$ cat src/rtl/efrs_pkg.sv
// Shared types, constants and register indexes for the earliest-free room scheduler.
package efrs_pkg;

  localparam int MAX_ROOMS_DEF = 64;
  localparam int TIME_BITS_DEF = 16;

  localparam logic REG_ROOM_COUNT = 1'b0;
  localparam logic REG_DAY_LENGTH = 1'b1;

  typedef struct packed {
    logic [15:0] duration;
    logic        last_of_set;
  } lecture_t;

  typedef struct packed {
    logic [5:0]  room;
    logic [15:0] start_time;
    logic        fits;
    logic        schedule_ok;
  } slot_t;

  typedef struct packed {
    logic [6:0]  room_count;
    logic [15:0] day_length;
  } cfg_t;

  typedef enum logic [1:0] {
    ST_CLEAR,
    ST_IDLE,
    ST_SCAN,
    ST_UPDATE
  } state_t;

endpackage

$ cat src/rtl/efrs_core.sv
// Finish-time memory, minimum scan and placement sequencer.
module efrs_core import efrs_pkg::*; #(
  parameter int MAX_ROOMS = MAX_ROOMS_DEF,
  parameter int TIME_BITS = TIME_BITS_DEF
) (
  input  logic     clk,
  input  logic     rst,
  input  cfg_t     cfg,
  input  logic     lecture_valid,
  output logic     lecture_ready,
  input  lecture_t lecture,
  input  logic     out_free,
  output logic     done,
  output slot_t    result
);

  localparam int AW = (MAX_ROOMS > 1) ? $clog2(MAX_ROOMS) : 1;
  localparam int CW = ($clog2(MAX_ROOMS + 1) > 7) ? $clog2(MAX_ROOMS + 1) : 7;
  localparam int SW = ((TIME_BITS > 16) ? TIME_BITS : 16) + 1;

  logic [TIME_BITS-1:0] finish_mem [MAX_ROOMS];
  logic [TIME_BITS-1:0] rdata;

  state_t               state;
  state_t               state_next;
  lecture_t             item;
  logic [AW-1:0]        idx;
  logic                 issued;
  logic                 pend;
  logic [AW-1:0]        pidx;
  logic [AW-1:0]        best_idx;
  logic [TIME_BITS-1:0] best_val;
  logic                 failed;
  logic                 failed_next;

  logic [CW-1:0]        rc_w;
  logic [CW-1:0]        cnt;
  logic [AW-1:0]        last_idx;
  logic [SW-1:0]        sum;
  logic                 fit;
  logic                 wr_en;
  logic [AW-1:0]        wr_addr;
  logic [TIME_BITS-1:0] wr_data;
  logic                 scan_end;

  always_comb begin
    rc_w = CW'(cfg.room_count);
    if (rc_w == '0) begin
      cnt = CW'(1);
    end else if (rc_w > CW'(MAX_ROOMS)) begin
      cnt = CW'(MAX_ROOMS);
    end else begin
      cnt = rc_w;
    end
    last_idx = AW'(cnt - CW'(1));
  end

  assign sum         = SW'(best_val) + SW'(item.duration);
  assign fit         = sum <= SW'(cfg.day_length);
  assign failed_next = failed | ~fit;
  assign scan_end    = pend && (pidx == last_idx);

  always_ff @(posedge clk) begin
    if (wr_en) begin
      finish_mem[wr_addr] <= wr_data;
    end
    rdata <= finish_mem[idx];
  end

  // next state
  always_comb begin
    state_next = state;
    case (state)
      ST_CLEAR: begin
        if (idx == AW'(MAX_ROOMS - 1)) state_next = ST_IDLE;
      end
      ST_IDLE: begin
        if (lecture_valid) state_next = ST_SCAN;
      end
      ST_SCAN: begin
        if (scan_end) state_next = ST_UPDATE;
      end
      ST_UPDATE: begin
        if (out_free) state_next = item.last_of_set ? ST_CLEAR : ST_IDLE;
      end
      default: state_next = ST_CLEAR;
    endcase
  end

  // outputs
  always_comb begin
    lecture_ready = 1'b0;
    done          = 1'b0;
    wr_en         = 1'b0;
    wr_addr       = idx;
    wr_data       = '0;
    case (state)
      ST_CLEAR: begin
        wr_en = 1'b1;
      end
      ST_IDLE: begin
        lecture_ready = 1'b1;
      end
      ST_SCAN: begin
      end
      ST_UPDATE: begin
        done    = out_free;
        wr_en   = out_free & fit;
        wr_addr = best_idx;
        wr_data = sum[TIME_BITS-1:0];
      end
      default: begin
      end
    endcase
  end

  assign result.room        = 6'(best_idx);
  assign result.start_time  = 16'(best_val);
  assign result.fits        = fit;
  assign result.schedule_ok = ~failed_next;

  always_ff @(posedge clk) begin
    if (rst) begin
      state  <= ST_CLEAR;
      idx    <= '0;
      issued <= 1'b0;
      pend   <= 1'b0;
      failed <= 1'b0;
    end else begin
      state <= state_next;
      case (state)
        ST_CLEAR: begin
          idx <= (idx == AW'(MAX_ROOMS - 1)) ? '0 : idx + AW'(1);
        end
        ST_IDLE: begin
          idx    <= '0;
          issued <= 1'b0;
          pend   <= 1'b0;
        end
        ST_SCAN: begin
          pend <= ~issued;
          pidx <= idx;
          if (!issued) begin
            if (idx == last_idx) begin
              issued <= 1'b1;
            end else begin
              idx <= idx + AW'(1);
            end
          end
          // strict less-than keeps the lowest room on ties
          if (pend && (pidx == '0 || rdata < best_val)) begin
            best_val <= rdata;
            best_idx <= pidx;
          end
        end
        ST_UPDATE: begin
          if (out_free) begin
            idx    <= '0;
            failed <= item.last_of_set ? 1'b0 : failed_next;
          end
        end
        default: begin
        end
      endcase
    end
  end

  always_ff @(posedge clk) begin
    if (lecture_valid && lecture_ready) begin
      item <= lecture;
    end
  end

endmodule

$ cat src/rtl/earliest_free_room_scheduler.sv
// Top level of the earliest-free room scheduler: config registers and result register.
//
// Channels: lecture (valid/ready) carries one duration and a last-of-set mark;
// slot (valid/ready) returns one word per lecture with the room, start time,
// fit flag and set status; cfg (valid/ready, always ready) writes room_count (index 0)
// or day_length (index 1); the user must do so only while the block is idle, which
// the block does not enforce. Each lecture scans the finish-time memory one entry
// per cycle over the rooms in use (room_count, zero taken as one, capped at
// MAX_ROOMS); the slot word is registered once the scan ends and the result
// register is free, and the next lecture is accepted only after that, back in
// idle; the one memory read per cycle sets the scan rate.
// After a lecture marked last, and after reset, a clearing pass zeroes all
// MAX_ROOMS finish times at one entry per cycle before the next lecture is
// taken; the failure flag clears at the same point.
// Reset is synchronous; it sets room_count to 1 and day_length to 65535.
// A stalled slot word holds in its register; the next lecture may be accepted
// and scanned meanwhile, and its result waits until the register frees up.
module earliest_free_room_scheduler import efrs_pkg::*; #(
  parameter int MAX_ROOMS = MAX_ROOMS_DEF,
  parameter int TIME_BITS = TIME_BITS_DEF
) (
  input  logic        clk,
  input  logic        rst,
  input  logic        lecture_valid,
  output logic        lecture_ready,
  input  lecture_t    lecture,
  output logic        slot_valid,
  input  logic        slot_ready,
  output slot_t       slot,
  input  logic        cfg_valid,
  output logic        cfg_ready,
  input  logic        cfg_index,
  input  logic [15:0] cfg_data
);

  cfg_t  cfg;
  logic  out_free;
  logic  done;
  slot_t result;

  assign cfg_ready = 1'b1;
  assign out_free  = ~slot_valid | slot_ready;

  always_ff @(posedge clk) begin
    if (rst) begin
      cfg.room_count <= 7'd1;
      cfg.day_length <= 16'hFFFF;
    end else if (cfg_valid && cfg_ready) begin
      case (cfg_index)
        REG_ROOM_COUNT: cfg.room_count <= cfg_data[6:0];
        REG_DAY_LENGTH: cfg.day_length <= cfg_data;
        default: begin
        end
      endcase
    end
  end

  always_ff @(posedge clk) begin
    if (rst) begin
      slot_valid <= 1'b0;
    end else if (done) begin
      slot_valid <= 1'b1;
    end else if (slot_ready) begin
      slot_valid <= 1'b0;
    end
  end

  always_ff @(posedge clk) begin
    if (done) begin
      slot <= result;
    end
  end

  efrs_core #(
    .MAX_ROOMS(MAX_ROOMS),
    .TIME_BITS(TIME_BITS)
  ) u_core (
    .clk          (clk),
    .rst          (rst),
    .cfg          (cfg),
    .lecture_valid(lecture_valid),
    .lecture_ready(lecture_ready),
    .lecture      (lecture),
    .out_free     (out_free),
    .done         (done),
    .result       (result)
  );

endmodule
$ cat config.mk
export PLATFORM = sky130hd
export DESIGN_NAME = earliest_free_room_scheduler
export DESIGN_NICKNAME = d
export VERILOG_FILES = /design/src/rtl/efrs_pkg.sv /design/src/rtl/efrs_core.sv /design/src/rtl/earliest_free_room_scheduler.sv
export SDC_FILE = /design/constraint.sdc
export NUM_CORES = 1
export LEC_CHECK = 0
export BUFFER_PORTS_ARGS = -buffer_cell sky130_fd_sc_hd__buf_2
export CAP_MARGIN = 20
export CORE_UTILIZATION = 60
export DETAILED_ROUTE_END_ITERATION = 16
export PLACE_DENSITY = 0.74
export SLEW_MARGIN = 20
export SYNTH_ARGS = -nofsm -noshare
export SYNTH_HDL_FRONTEND = slang
export SYNTH_SLANG_ARGS = --single-unit
$ cat constraint.sdc
create_clock -name clk -period 9.9 [get_ports clk]
set_input_delay 0.99 -clock clk [delete_from_list [all_inputs] [get_ports clk]]
set_output_delay 0.99 -clock clk [all_outputs]
set_load 0.02 [all_outputs]
## Yosys cells after proc, flatten, opt, wreduce, memory -nomap -nowiden

Memories as Yosys holds them, arrays and structs flattened. A register that Yosys moved wholly into a read port is not among the register bits.
Index checks and enable logic that the tools add are counted.

| word-level totals | value |
|---|---|
| memories | 1 |
| memory bits (writable) | 1024 |
| flip-flop bits (word level) | 104 |
| word-level logic and storage cells | 88 |

| operators by class | value |
|---|---|
| $lt $le $gt $ge | 3 |
| reductions and logical operators | 16 |
| equality and inequality tests | 12 |
| bitwise logic cells | 9 |
| add/sub/neg operators | 3 |
| multiplexer cells | 27 |

Memory list:

| name | depth | width | read ports | clocked after memory_dff | write ports | line | source |
|---|---|---|---|---|---|---|---|
| u_core.finish_mem | 64 | 16 | 1 | 1 | 1 | efrs_core.sv:21 | `logic [TIME_BITS-1:0] finish_mem [MAX_ROOMS];` |

Operators by type and width:

| operator | count |
|---|---|
| $mux 6 | 7 |
| $pmux 6 s4 | 1 |
| $add 16x16->17 | 1 |
| $le 17x16->1 | 1 |
| $lt 16x16->1 | 1 |
| $mux 16 | 1 |
| $eq 6x6->1 | 2 |
| $mux 1 | 10 |
| $mux 2 | 4 |
| $pmux 2 s4 | 1 |
| $reduce_and 2->1 | 4 |
| $gt 7x7->1 const B | 1 |
| $logic_not 7->1 | 1 |
| $add 6x1->6 const B | 1 |
| $eq 6x6->1 const B | 1 |
| $logic_not 6->1 | 1 |
| $ne 2x1->1 const B | 3 |
| $ne 2x2->1 const B | 3 |
| $not 1->1 | 6 |
| $pmux 1 s2 | 3 |
| $reduce_and 3->1 | 2 |
| $sub 6x1->6 const B | 1 |
| $eq 2x2->1 const B | 2 |
| $reduce_and 4->1 | 1 |
| 7 further kinds | 11 |

## Depth between registers and ports, before layout

| depth | value |
|---|---|
| depth in word-level cells | 8 |
| mapped depth | 19 |
| depth with buffers taken out | 18 |

## Cells and area by module

Synthesis repeated with hierarchy kept, for this count alone.

| unflattened totals | value |
|---|---|
| cell total of the unflattened synthesis | 2113 |
| area total of the unflattened synthesis | 45414.8 µm² |

Modules (own cells, without submodules):

| module | cells each | instances | area each (µm²) |
|---|---|---|---|
| efrs_core | 1997 | 1 | 43736.9 |
| earliest_free_room_scheduler | 116 | 1 | 1677.9 |

## Least setup slack after synthesis

No wires, ideal clock.

| path | value |
|---|---|
| kind | register to register |
| start | reg u_core.best_val[0] |
| end | mem u_core.finish_mem[0][12] in the netlist's numbering (data pin) |
| setup slack | 4666 ps |
| period minus slack after synthesis | 5234 ps |
| arrival | 4522 ps |
| required time | 9188 ps |
| library setup time | 712 ps |
| cell stages (with the launch flop) | 11 |
| path through | edfxtp_1 > ha_1 > inv_1 > fa_1 > nor2b_1 > o31a_1 > o31a_1 > o21ai_1 > a21oi_1 > o21ai_0 > nor3b_1 |

| on the way | value |
|---|---|
| word-level cells in the longest chain between the ends | 2 |

Ends and longest elaborated chain:

| what | line | source |
|---|---|---|
| from (decl) | efrs_core.sv:32 | `logic [TIME_BITS-1:0] best_val;` |
| from (signal assigned) | efrs_core.sv:152 | `best_val <= rdata;` |
| $add 16x16->17 | efrs_core.sv:58 | `assign sum = SW'(best_val) + SW'(item.duration);` |
| $mux 16 | efrs_core.sv:97 | `case (state)` |
| via u_core.wr_data[12] | efrs_core.sv:43 | `logic [TIME_BITS-1:0] wr_data;` |
| to (decl) | efrs_core.sv:21 |  |

The timed path passes the listed nets, and every way through them passes these cells.

==> results.json <==
{
  "hold_class": "reg -> reg",
  "ctsResizeCount": 0,
  "final_util_pct": 68.11,
  "cts_buffer_depth": 3,
  "cts_buffers": 109,
  "crit_fanout": 19,
  "ff2ff_setup_slack_ps": 4200,
  "insertion_delay_ps": 670,
  "grt_pass1_vias": 22403,
  "rsz0062_at_grt": "no",
  "holdCritStartpoint": "u_core.rdata[2]",
  "drtIter0Drc": 2622,
  "syn_avg_cell_area_um2": 21.12,
  "start_util_pct": 60.69,
  "fillers": 4468,
  "p_leak_nw": 17.47,
  "synth.area.top_cells": "edfxtp_1, mux4_2, dfxtp_1",
  "routedWlPerCell_um": 30.52,
  "yosys-top-cells-count": "edfxtp_1, mux4_2, nor2_1",
  "io_buffers": 64,
  "cp.required_ps": 10260,
  "overflow": 0,
  "track_usage_pct": 27.33,
  "synth_top_area_cell": "edfxtp_1",
  "clk_pin_slew_ps": 60,
  "place_area_mm2": 0.04717,
  "endpoint_kind": "flip-flop",
  "synth_cells": 2139,
  "dr.max_layer_used": "met5",
  "clockPowerShare_pct": 41.8,
  "relSlewSlack_pct": 27.84,
  "ys_ff_latch": 1144,
  "ff2ff_path_depth": 18,
  "hold_buffers": 0,
  "combPwrFrac_pct": 4.3,
  "drive_gt1_share_pct": 28.87,
  "grt_pass1_wl_um": 150600,
  "maxCapViolCount": 0,
  "r2r-end": "u_core.finish_mem[6][0]",
  "layout_worst_path_cycle_share_pct": 57.54,
  "pwr-share-seq_pct": 53.9,
  "root_buffer": "clkbuf_16",
  "cts_tree": "yes",
  "worst_slew_pin_slew_ps": 1081,
  "dieArea_mm2": 0.07641,
  "nets": 2395,
  "post_cts_buffers": 0,
  "area_growth_pct": 12.23,
  "crit_start": "u_core.best_val[1]",
  "run_status": "complete, no violations",
  "pre_cts_ws_ps": 4276,
  "drc_errors": 0,
  "hold_violations": 0,
  "clock-sinks": 1144,
  "power_switching_mw": 2.024,
  "p_per_area_mw_per_mm2": 194.1,
  "finalSetupViolCount": 0,
  "synth_cell_types": 65,
  "ctsHtreeMaxLevel": 3,
  "cp.arrival_ps": 6060,
  "dp_hpwl_um": 60330,
  "routed-wl-met3_um": 9497,
  "drv_slew": 0,
  "ant_nets": 0,
  "antenna_found_initial": 6,
  "setup_tns_ps": 0,
  "synth_ff_type": "edfxtp_1",
  "route.met2.wl_um": 49350,
  "syn-num-nets": 2232,
  "ir_drop_mv": 0.1721,
  "cp-start-kind": "flip-flop",
  "timing.rr.start": "u_core.best_val[1]",
  "crit_type": "reg -> reg",
  "max_freq_ghz": 0.1755,
  "firstDrtPassIters": 8,
  "synth_edf_count": 1093,
  "setup_ws_ps": 4203,
  "p_int_mw": 7.821,
  "fin_crit_ps": 5697,
  "hold_slack_ps": 441.5,
  "fin_area_mm2": 0.05071,
  "wl_met1_um": 40300,
  "hold_end": "u_core.best_val[2]",
  "synth_most_common_cell": "edfxtp_1",
  "die_w_um": 276.4,
  "synthArstFlopShare_pct": 0,
  "holdPathStages": 0,
  "finClkSkew_ps": 16.10,
  "ys_seq_area_share_pct": 74.90,
  "core-area_mm2": 0.07445,
  "netSwitchingFraction_pct": 20.56,
  "ys_warn_count": 0,
  "yosys.area.top_type_share_pct": 72.64,
  "gp_congestion": 0.8897,
  "vias_per_cell": 6.590,
  "die_y_um": 276.4,
  "dr_total_vias": 22148,
  "netlist_area_mm2": 0.04518,
  "ioPinCount": 66,
  "drt-total-wl_um": 102600,
  "fp-row-count": 100,
  "grt_max_degree": 143
}
-- power groups by stage --
stage / Sequential [mW] / Combinational, mW / Clock (mW)
global route: 5.31 / 0.448 / 4.35
finish: 5.31 / 0.424 / 4.11
floorplan: 5.38 / 0.296 / 0
global placement: 5.41 / 0.412 / 0
detailed placement: 5.41 / 0.425 / 0
CTS: 5.31 / 0.428 / 4.17
-- placed cells by master, fill, tap and decap left out, drive strengths merged, types with 13 or more instances in the layout --
| master | instances |
|---|---|
| a21o | 13 |
| a21oi | 32 |
| buf | 156 |
| clkbuf | 134 |
| clkinv | 47 |
| dfxtp | 51 |
| edfxtp | 1093 |
| ha | 53 |
| inv | 49 |
| mux2i | 15 |
| mux4 | 336 |
| nand2 | 81 |
| nand3 | 42 |
| nor2 | 111 |
| o21ai | 22 |
-- stage by stage --
stage / power, mW / std cells
after floorplan: 5.677 / 2139
after global placement: 5.821 / 3158
after detailed placement: 5.837 / 3160
after CTS: 9.911 / 3359
after global routing: 10.10 / 3359
final: 9.845 / 3361
-- kinds of logic (layout without fill, tap and decap cells) --
group | count (synthesis) | in the layout | share of synthesized area (%)
DFF | 1144 | 1144 | 74.90
other | 1 | 3 | 0.008299
and+or+nand+nor | 307 | 307 | 3.129
xor gates and xnor gates | 20 | 20 | 0.3877
adders and majority gates | 54 | 54 | 1.512
muxes | 354 | 354 | 17.15
AOI/OAI and AO/OA | 110 | 110 | 1.631
buffers and inverters | 149 | 400 | 1.279
-- worst max-delay path by stage --
stage	slack, ps	to	cells past startpoint
after CTS	4250	u_core.finish_mem[6][0]	18
after global placement	3850	u_core.finish_mem[47][14]	14
after floorplan	4670	u_core.finish_mem[0][12]	10
final	4200	u_core.finish_mem[6][0]	18
after detailed placement	4280	u_core.finish_mem[6][2]	18
after global routing	3820	u_core.finish_mem[6][0]	17
-- routing by layer --
layer | global-route usage, % | vias up
li1 | - | 9174
met4 | 8.896 | 4
met2 | 42.54 | 1148
met1 | 39.52 | 11630
met5 | 0 | -
met3 | 5.586 | 192
-- state kept, by name (all words and copies together), names as in the netlist --
name               flops
u_core.item           17
u_core.finish_mem   1024
u_core.rdata          16
u_core.issued          1
u_core.pend            1
u_core.failed          1
cfg                   23
slot                  24
slot_valid             1
u_core.state           2
u_core.best_val       16
u_core.pidx            6
u_core.best_idx        6
u_core.idx             6
-- area by class of cell --
class / instances / area [um^2] / share of cell area [%]
well taps: 969 / 1212 / 2.391
repair buffers: 156 / 1076 / 2.122
clock buffers: 134 / 2907 / 5.732
flip-flops and latches: 1144 / 33860 / 66.77
multi-input cells: 846 / 10860 / 21.41
clock inverters: 65 / 623.1 / 1.229
inverters: 45 / 168.9 / 0.3331
diodes: 2 / 5.005 / 0.009870
-- worst max-delay path, stage by stage (launching register included) --
cell,delay [ps]
edfxtp_1,420
ha_1,310
a21o_1,160
a21oi_1,280
o21ai_0,210
a22oi_1,300
nand2_1,100
a221oi_1,580
xnor2_1,150
ha_1,220
a211oi_1,210
o21ai_0,120
a211o_1,230
a21oi_1,630
a31oi_4,180
buf_16,230
buf_16,170
nor2_1,560
buf_4,320
(Power assumes the default switching activity.)
